--- config.mk ---
export PLATFORM = sky130hd
export DESIGN_NAME = sht_ctrl
export DESIGN_NICKNAME = d
export VERILOG_FILES = /design/src/rtl/core/sht_pkg.sv /design/src/rtl/core/sht_ctrl.sv
export SDC_FILE = /design/constraint.sdc
export NUM_CORES = 1
export LEC_CHECK = 0
export ABC_AREA = 1
export BUFFER_PORTS_ARGS = -buffer_cell sky130_fd_sc_hd__buf_2
export CAP_MARGIN = 20
export CORE_ASPECT_RATIO = 1.1
export CORE_MARGIN = 3
export CORE_UTILIZATION = 65
export CTS_BUF_LIST = sky130_fd_sc_hd__clkbuf_8
export DETAILED_ROUTE_END_ITERATION = 12
export PLACE_DENSITY_LB_ADDON = 0.05
export SLEW_MARGIN = 20
export SYNTH_ARGS = -nofsm -noshare
export SYNTH_HDL_FRONTEND = slang
export SYNTH_SLANG_ARGS = --single-unit
--- constraint.sdc ---
create_clock -name clk -period 5.1 [get_ports clk]
set_clock_uncertainty 0.05 [all_clocks]
set_input_delay 1.02 -clock clk [delete_from_list [all_inputs] [get_ports clk]]
set_output_delay 1.02 -clock clk [all_outputs]
set_load 0.01 [all_outputs]
--- src/rtl/core/sht_pkg.sv ---
// Shared types and constants for the sparse histogram table.
package sht_pkg;
  localparam int ENTRIES = 256;
  localparam int IDX_W = $clog2(ENTRIES);
  localparam int CNT_W = IDX_W + 1;

  typedef enum logic [2:0] {
    OP_CLEAR = 3'd0, OP_ADD = 3'd1, OP_SET = 3'd2, OP_APPEND = 3'd3,
    OP_ZERO = 3'd4, OP_SORT_CAT = 3'd5, OP_SORT_CNT = 3'd6, OP_READ = 3'd7
  } op_t;

  typedef enum logic [1:0] {
    ST_OK = 2'd0, ST_FULL = 2'd1, ST_RANGE = 2'd2
  } status_t;

  // datapath commands
  typedef enum logic [3:0] {
    DC_NONE, DC_LATCH, DC_CLEAR, DC_RD_A, DC_RD_B, DC_WR_HIT, DC_APPEND, DC_ZERO,
    DC_WR_A, DC_WR_B, DC_MERGE_INIT, DC_MERGE, DC_MERGE_END, DC_READ
  } dcmd_t;

  typedef struct packed {
    dcmd_t           cmd;
    logic [IDX_W-1:0] addr;
  } cmd_t;

  typedef struct packed {
    logic [CNT_W-1:0] used;
    logic             hit;
    logic             less;
  } stat_t;
endpackage

--- src/rtl/core/sht_ctrl.sv ---
// Controller: sequences clear, append, search, zero, sort, merge and read over the entry memories.
module sht_ctrl (
  input  logic                clk,
  input  logic                rst_n,
  input  logic                in_valid,
  output logic                in_ready,
  input  logic [2:0]          op_i,
  input  logic [7:0]          idx_i,
  output logic                out_valid,
  input  logic                out_ready,
  output sht_pkg::status_t    status_o,
  output logic                rd_zero,
  output sht_pkg::cmd_t       cmd,
  input  sht_pkg::stat_t      stat
);
  import sht_pkg::*;
  typedef enum logic [14:0] {
    S_IDLE  = 15'b000000000000001, S_DISP = 15'b000000000000010,
    S_SRCH  = 15'b000000000000100, S_HIT  = 15'b000000000001000,
    S_ZERO  = 15'b000000000010000, S_SI   = 15'b000000000100000,
    S_SB    = 15'b000000001000000, S_SA   = 15'b000000010000000,
    S_SCMP  = 15'b000000100000000, S_SSW  = 15'b000001000000000,
    S_SRA   = 15'b000010000000000, S_MINIT = 15'b000100000000000,
    S_MRG   = 15'b001000000000000, S_RD   = 15'b010000000000000,
    S_OUT   = 15'b100000000000000
  } state_t;
  state_t state_r, state_nxt;
  logic [2:0] op_r;
  logic [7:0] idx_r;
  logic [CNT_W-1:0] i_r, i_nxt, j_r, j_nxt;
  status_t st_r, st_nxt;
  logic rz_r, rz_nxt;

  assign in_ready  = (state_r == S_IDLE) || (state_r == S_OUT && out_ready);
  assign out_valid = (state_r == S_OUT);
  assign status_o  = st_r;
  assign rd_zero   = rz_r;

  always_comb begin
    state_nxt = state_r; i_nxt = i_r; j_nxt = j_r; st_nxt = st_r; rz_nxt = rz_r;
    cmd.cmd = DC_NONE; cmd.addr = i_r[IDX_W-1:0];
    unique case (state_r)
      S_IDLE, S_OUT: begin
        if (state_r == S_OUT && out_ready) state_nxt = S_IDLE;
        if (in_valid && in_ready) begin
          cmd.cmd = DC_LATCH; cmd.addr = '0; i_nxt = '0; st_nxt = ST_OK;
          rz_nxt = 1'b1; state_nxt = S_DISP;
        end
      end
      S_DISP: begin
        cmd.addr = '0;
        unique case (op_t'(op_r))
          OP_CLEAR: begin cmd.cmd = DC_CLEAR; state_nxt = S_OUT; end
          OP_ADD, OP_SET: state_nxt = S_SRCH;
          OP_APPEND: begin
            if (stat.used == CNT_W'(ENTRIES)) st_nxt = ST_FULL;
            else cmd.cmd = DC_APPEND;
            state_nxt = S_OUT;
          end
          OP_ZERO: state_nxt = S_ZERO;
          OP_SORT_CAT, OP_SORT_CNT: begin i_nxt = CNT_W'(1); state_nxt = S_SI; end
          default: begin
            cmd.addr = idx_r;
            if ({1'b0, idx_r} < stat.used) state_nxt = S_RD;
            else begin st_nxt = ST_RANGE; state_nxt = S_OUT; end
          end
        endcase
      end
      // entry i_r is on the read port
      S_SRCH: begin
        if (i_r >= stat.used) begin
          if (stat.used == CNT_W'(ENTRIES)) st_nxt = ST_FULL;
          else cmd.cmd = DC_APPEND;
          state_nxt = S_OUT;
        end else if (stat.hit) begin
          cmd.cmd = DC_RD_A; state_nxt = S_HIT;
        end else begin
          i_nxt = i_r + 1'b1; cmd.addr = i_r[IDX_W-1:0] + 1'b1;
        end
      end
      S_HIT: begin cmd.cmd = DC_WR_HIT; state_nxt = S_OUT; end
      S_ZERO: begin
        if (i_r >= stat.used) state_nxt = S_OUT;
        else begin
          cmd.cmd = DC_ZERO; i_nxt = i_r + 1'b1; cmd.addr = i_r[IDX_W-1:0] + 1'b1;
        end
      end
      S_SI: begin
        if (i_r >= stat.used) begin
          cmd.addr = '0;
          if (op_r == OP_SORT_CAT && stat.used > CNT_W'(1)) state_nxt = S_MINIT;
          else state_nxt = S_OUT;
        end else begin
          j_nxt = i_r; state_nxt = S_SB;
        end
      end
      S_SB: begin
        cmd.cmd = DC_RD_B; cmd.addr = j_r[IDX_W-1:0] - 1'b1; state_nxt = S_SA;
      end
      S_SA: begin cmd.cmd = DC_RD_A; state_nxt = S_SCMP; end
      S_SCMP: begin
        if (stat.less) begin
          cmd.cmd = DC_WR_A; cmd.addr = j_r[IDX_W-1:0]; state_nxt = S_SSW;
        end else begin
          i_nxt = i_r + 1'b1; state_nxt = S_SI;
        end
      end
      S_SSW: begin
        cmd.cmd = DC_WR_B; cmd.addr = j_r[IDX_W-1:0] - 1'b1;
        if (j_r == CNT_W'(1)) begin i_nxt = i_r + 1'b1; state_nxt = S_SI; end
        else begin j_nxt = j_r - 1'b1; state_nxt = S_SRA; end
      end
      S_SRA: begin cmd.addr = j_r[IDX_W-1:0] - 1'b1; state_nxt = S_SA; end
      S_MINIT: begin
        cmd.cmd = DC_MERGE_INIT; cmd.addr = IDX_W'(1); i_nxt = CNT_W'(1);
        state_nxt = S_MRG;
      end
      S_MRG: begin
        if (i_r >= stat.used) begin
          cmd.cmd = DC_MERGE_END; state_nxt = S_OUT;
        end else begin
          cmd.cmd = DC_MERGE; i_nxt = i_r + 1'b1; cmd.addr = i_r[IDX_W-1:0] + 1'b1;
        end
      end
      S_RD: begin cmd.cmd = DC_READ; rz_nxt = 1'b0; state_nxt = S_OUT; end
      default: state_nxt = S_IDLE;
    endcase
  end

  always_ff @(posedge clk) begin
    if (!rst_n) begin
      state_r <= S_IDLE;
      i_r <= '0;
      j_r <= '0;
    end else begin
      state_r <= state_nxt;
      i_r <= i_nxt;
      j_r <= j_nxt;
    end
    st_r <= st_nxt; rz_r <= rz_nxt;
    if (in_valid && in_ready) begin op_r <= op_i; idx_r <= idx_i; end
  end
endmodule

**After elaboration in Yosys (flattened, before gate mapping)**

Cells that the tools add are included.
Widths: inputs -> output; s select.

- Register bits: 47
- Input bits: 26
- Output and inout port bits: 17
- Logic and storage cells: 122

- $add $sub $neg: 4
- $lt $le $gt $ge: 3
- Eq/ne operators: 38
- Multiplexer cells: 46
- Reductions and logical operators: 24

Operators with widths:

| operator | number |
|---|---|
| $pmux 15 s11 | 1 |
| $mux 15 | 8 |
| $mux 9 | 10 |
| $pmux 8 s9 | 1 |
| $pmux 9 s7 | 1 |
| $pmux 15 s4 | 1 |
| $pmux 4 s12 | 1 |
| $mux 8 | 5 |
| $mux 11 | 2 |
| $ne 2x2->1 const B | 10 |
| $pmux 9 s2 | 1 |
| $eq 15x1->1 const B | 1 |
| $eq 15x10->1 const B | 1 |
| $eq 15x11->1 const B | 1 |
| $eq 15x12->1 const B | 1 |
| $eq 15x13->1 const B | 1 |
| $eq 15x14->1 const B | 1 |
| $eq 15x15->1 const B | 1 |
| $eq 15x2->1 const B | 1 |
| $eq 15x3->1 const B | 1 |
| $eq 15x4->1 const B | 1 |
| $eq 15x5->1 const B | 1 |
| $eq 15x6->1 const B | 1 |
| $eq 15x7->1 const B | 1 |
| other kinds (40) | 61 |

**Depth between registers and ports, before layout**

- Depth in word-level cells: 6
- Depth in mapped cells: 15
- Mapped depth without buffers: 14

**Least setup slack after synthesis**

OpenSTA, ideal clock, no wires.

- Path kind: input port to output port
- Start: input stat[8] (netlist name)
- End: output cmd[0] (netlist name)
- Arrival: 2.720 ns
- Slack: 1.310 ns
- Stages: 13
- Cell sequence: inv_1 > ha_1 > a21oi_1 > nor2_1 > nor3_1 > nand2_1 > inv_1 > buf_4 > ha_1 > nand2_1 > nand4_1 > nor2_1 > nand2_1

RTL lines:

| element | RTL line | RTL |
|---|---|---|
| start, declared | sht_ctrl.sv:14 | `input sht_pkg::stat_t stat` |
| end, declared | sht_ctrl.sv:13 | `output sht_pkg::cmd_t cmd,` |

==> impl_metrics.yaml <==
status:
  status: "finished, final reports clean"
timing:
  tightestPinTransition_ns: 0.5229
  max-slew-margin-rel: 0.6510
  whs_ns: 0.4815
  min_period_ns: 4.438
  timing.fmax_mhz: 225.3
  drv_slew: 0
  finalSetupTns_ns: 0
  timing.final.crit_share: 0.8702
  hold_viol_final: 0
  setup_viol: 0
  rsz0062_at_grt: "no"
power:
  power_density_nw_per_um2: 406.8
  peakVddDrop_v: 0.0004616
  power.leakage_uw: 0.002073
synthesis:
  ys_seq_area_frac: 0.2808
  syn-mean-instance-area_sq_um: 6.707
  synth_area_sq_um: 3850
  synth_common_cells: "125 x nand2_1, 73 x inv_1, 70 x nor2_1, 44 x nand3_1, 33 x dfxtp_1"
  yosys_warnings: 0
  synthArstFlopShare: 0
  synth_area_leaders: "dfxtp_1 17%, nand2_1 12%, edfxtp_1 11%"
  syn-num-nets: 620
  yosys.area.top_type: "dfxtp_1"
  synthFlopType: "dfxtp_1"
  ys_ff_latch: 47
  synth_enable_flop_cells: 14
  yosysMostFrequentCell: "nand2_1"
  synth_top_area_share: 0.1716
  ys_types: 40
  syn-instance-count: 574
cts:
  clk_latency_ns: 0.31
  cts_setup_buffers: 0
  clkTransAtPathRegs_ns: 0.10
  htreeDepth: 2
  cts_resized: 0
  numCtsBuffers: 5
  clock_sinks: 47
  ctsLongestPathBuffers: 2
  cts-root-buf: "clkbuf_8"
  tritoncts: "yes"
  ctsHoldBuffers: 0
grt:
  grt_max_degree: 23
  track_usage: 0.3439
  grt_overflow: 0
  antenna_found_initial: 0
  first_global_vias: 4010
  grt_pass1_wl_mm: 18.69
cells_and_area:
  finalCoreUtilization: 0.7518
  regArea_sq_um: 1081
  area_growth_pct: 8.775
  drive_above_1_share: 0.1778
  final_nets: 658
  fillers: 454
  multi_input_area_sq_um: 2395
  num_antenna_cells: 0
setup_path:
  crit_arrival_ns: 3.37
  startpoint_type: "primary input"
  worst_setup_path_end_kind: "primary output"
  path_class: "in2out"
  worstPathMaxFanout: 11
  cp_data_required_time_ns: 4.03
detailed_routing:
  dr.pass1.iters: 6
  via_per_inst: 6.047
  final_antenna_net_count: 0
  post-route-drc-count: 0
  wl_per_cell_microns: 16.45
  drt_wl_total_mm: 11.32
  first_iter_violations: 500
  vias: 4160
placement:
  place_hpwl_mm: 9.026
  numPortBuffers: 42
  routabilityCongestion: 1.017
die:
  start_util: 0.6912
  fp.dieH_microns: 86.72
  ios: 43
  placeableCoreArea_sq_um: 5570
  fp-row-count: 28
  dieArea_sq_um: 6883
  dieWidth_microns: 79.38
min_path:
  hp-class: "reg2reg"
run:
  max_cap_viol_count: 0
==> stage by stage <==
stage | area [sq um] | total power [uW] | std cells | setup WS, ns
finish | 4188 | 1703 | 688 | 0.6621
CTS | 4188 | 1689 | 688 | 0.7420
detailed placement | 4073 | 1400 | 680 | 0.7509
floorplan | 3850 | 1194 | 574 | 1.310
global placement | 4073 | 1371 | 680 | 0.8585
global route | 4188 | 1821 | 688 | 0.4689
==> per-layer routing <==
metal | GRT usage | share of wire
met5 | 0 | 0
met4 | 0.1938 | 0.062
met3 | 0.05094 | 0.082
met2 | 0.5904 | 0.47
met1 | 0.4092 | 0.39
==> layout by cell type (no fill, tap or decap), types with 3 or more instances in the layout <==
cell      count
nand3b_1      3
inv_2         5
a31oi_1       4
nor3_1       12
inv_1        73
clkbuf_8      5
nand3_2       3
buf_2        42
xor2_1       10
o21ai_0      30
nor4_1        3
dfxtp_1      33
o21ai_2       7
o22ai_1       4
nand3_4       3
nor2_4        7
nor2_1       70
ha_1         20
edfxtp_1     14
nor2_2       14
nand3_1      44
nand2_4       4
nand4_1      13
nand2_1     125
nand2_2      13
a21oi_1      32
==> final timing paths <==
kind | startpoint | end | slack (ns) | depth (start not counted)
worst max-delay path | stat[8] | cmd[0] | 0.66 | 14
worst min-delay path | state_r[2] | state_r[2] | 0.48 | 2
worst max register to register | i_r[0] | i_r[4] | 2.26 | 12
worst min register to register | state_r[2] | state_r[2] | 0.48 | 2
==> critical path, stage by stage <==
cell	delay (ns)
buf_2	0.08
inv_1	0.06
ha_1	0.31
a21oi_1	0.13
nor2_1	0.06
nor3_1	0.33
nand2_1	0.26
inv_1	0.35
ha_1	0.30
nand2_1	0.06
nand4_1	0.09
nor2_1	0.10
nand2_1	0.08
buf_2	0.15
==> final cells by class <==
class,instances,share of cell area
inverters,78,0.06991
flip-flops and latches,47,0.2581
clock inverters,3,0.01105
multi-input cells,438,0.5719
well taps,75,0.02241
repair buffers,42,0.05019
clock buffers,5,0.01643
==> logic make-up (layout without fill, tap and decap cells) <==
logic type                 after synthesis  in the layout  share of synthesized area
xor gates and xnor gates                10             10                    0.02275
buffers and inverters                   89            128                    0.09717
DFF                                     47             47                     0.2808
AOI/OAI and AO/OA                       88             88                     0.1316
adders and majority gates               20             20                    0.06500
and+or+nand+nor                        320            320                     0.4027
==> power by group <==
group          total (uW)  leakage, uW  internal [uW]  switching [uW]
logic                 870      0.00162            277             593
registers             544     0.000398            464            80.4
clock network         290    0.0000548            148             142
total                1700      0.00207            888             815
==> registers in the layout (all words and copies together) (netlist names) <==
register and count:
status_o 2, op_r 3, state_r 15, i_r 9, idx_r 8, j_r 9
rd_zero 1
Power figures use the tool's default switching activity.
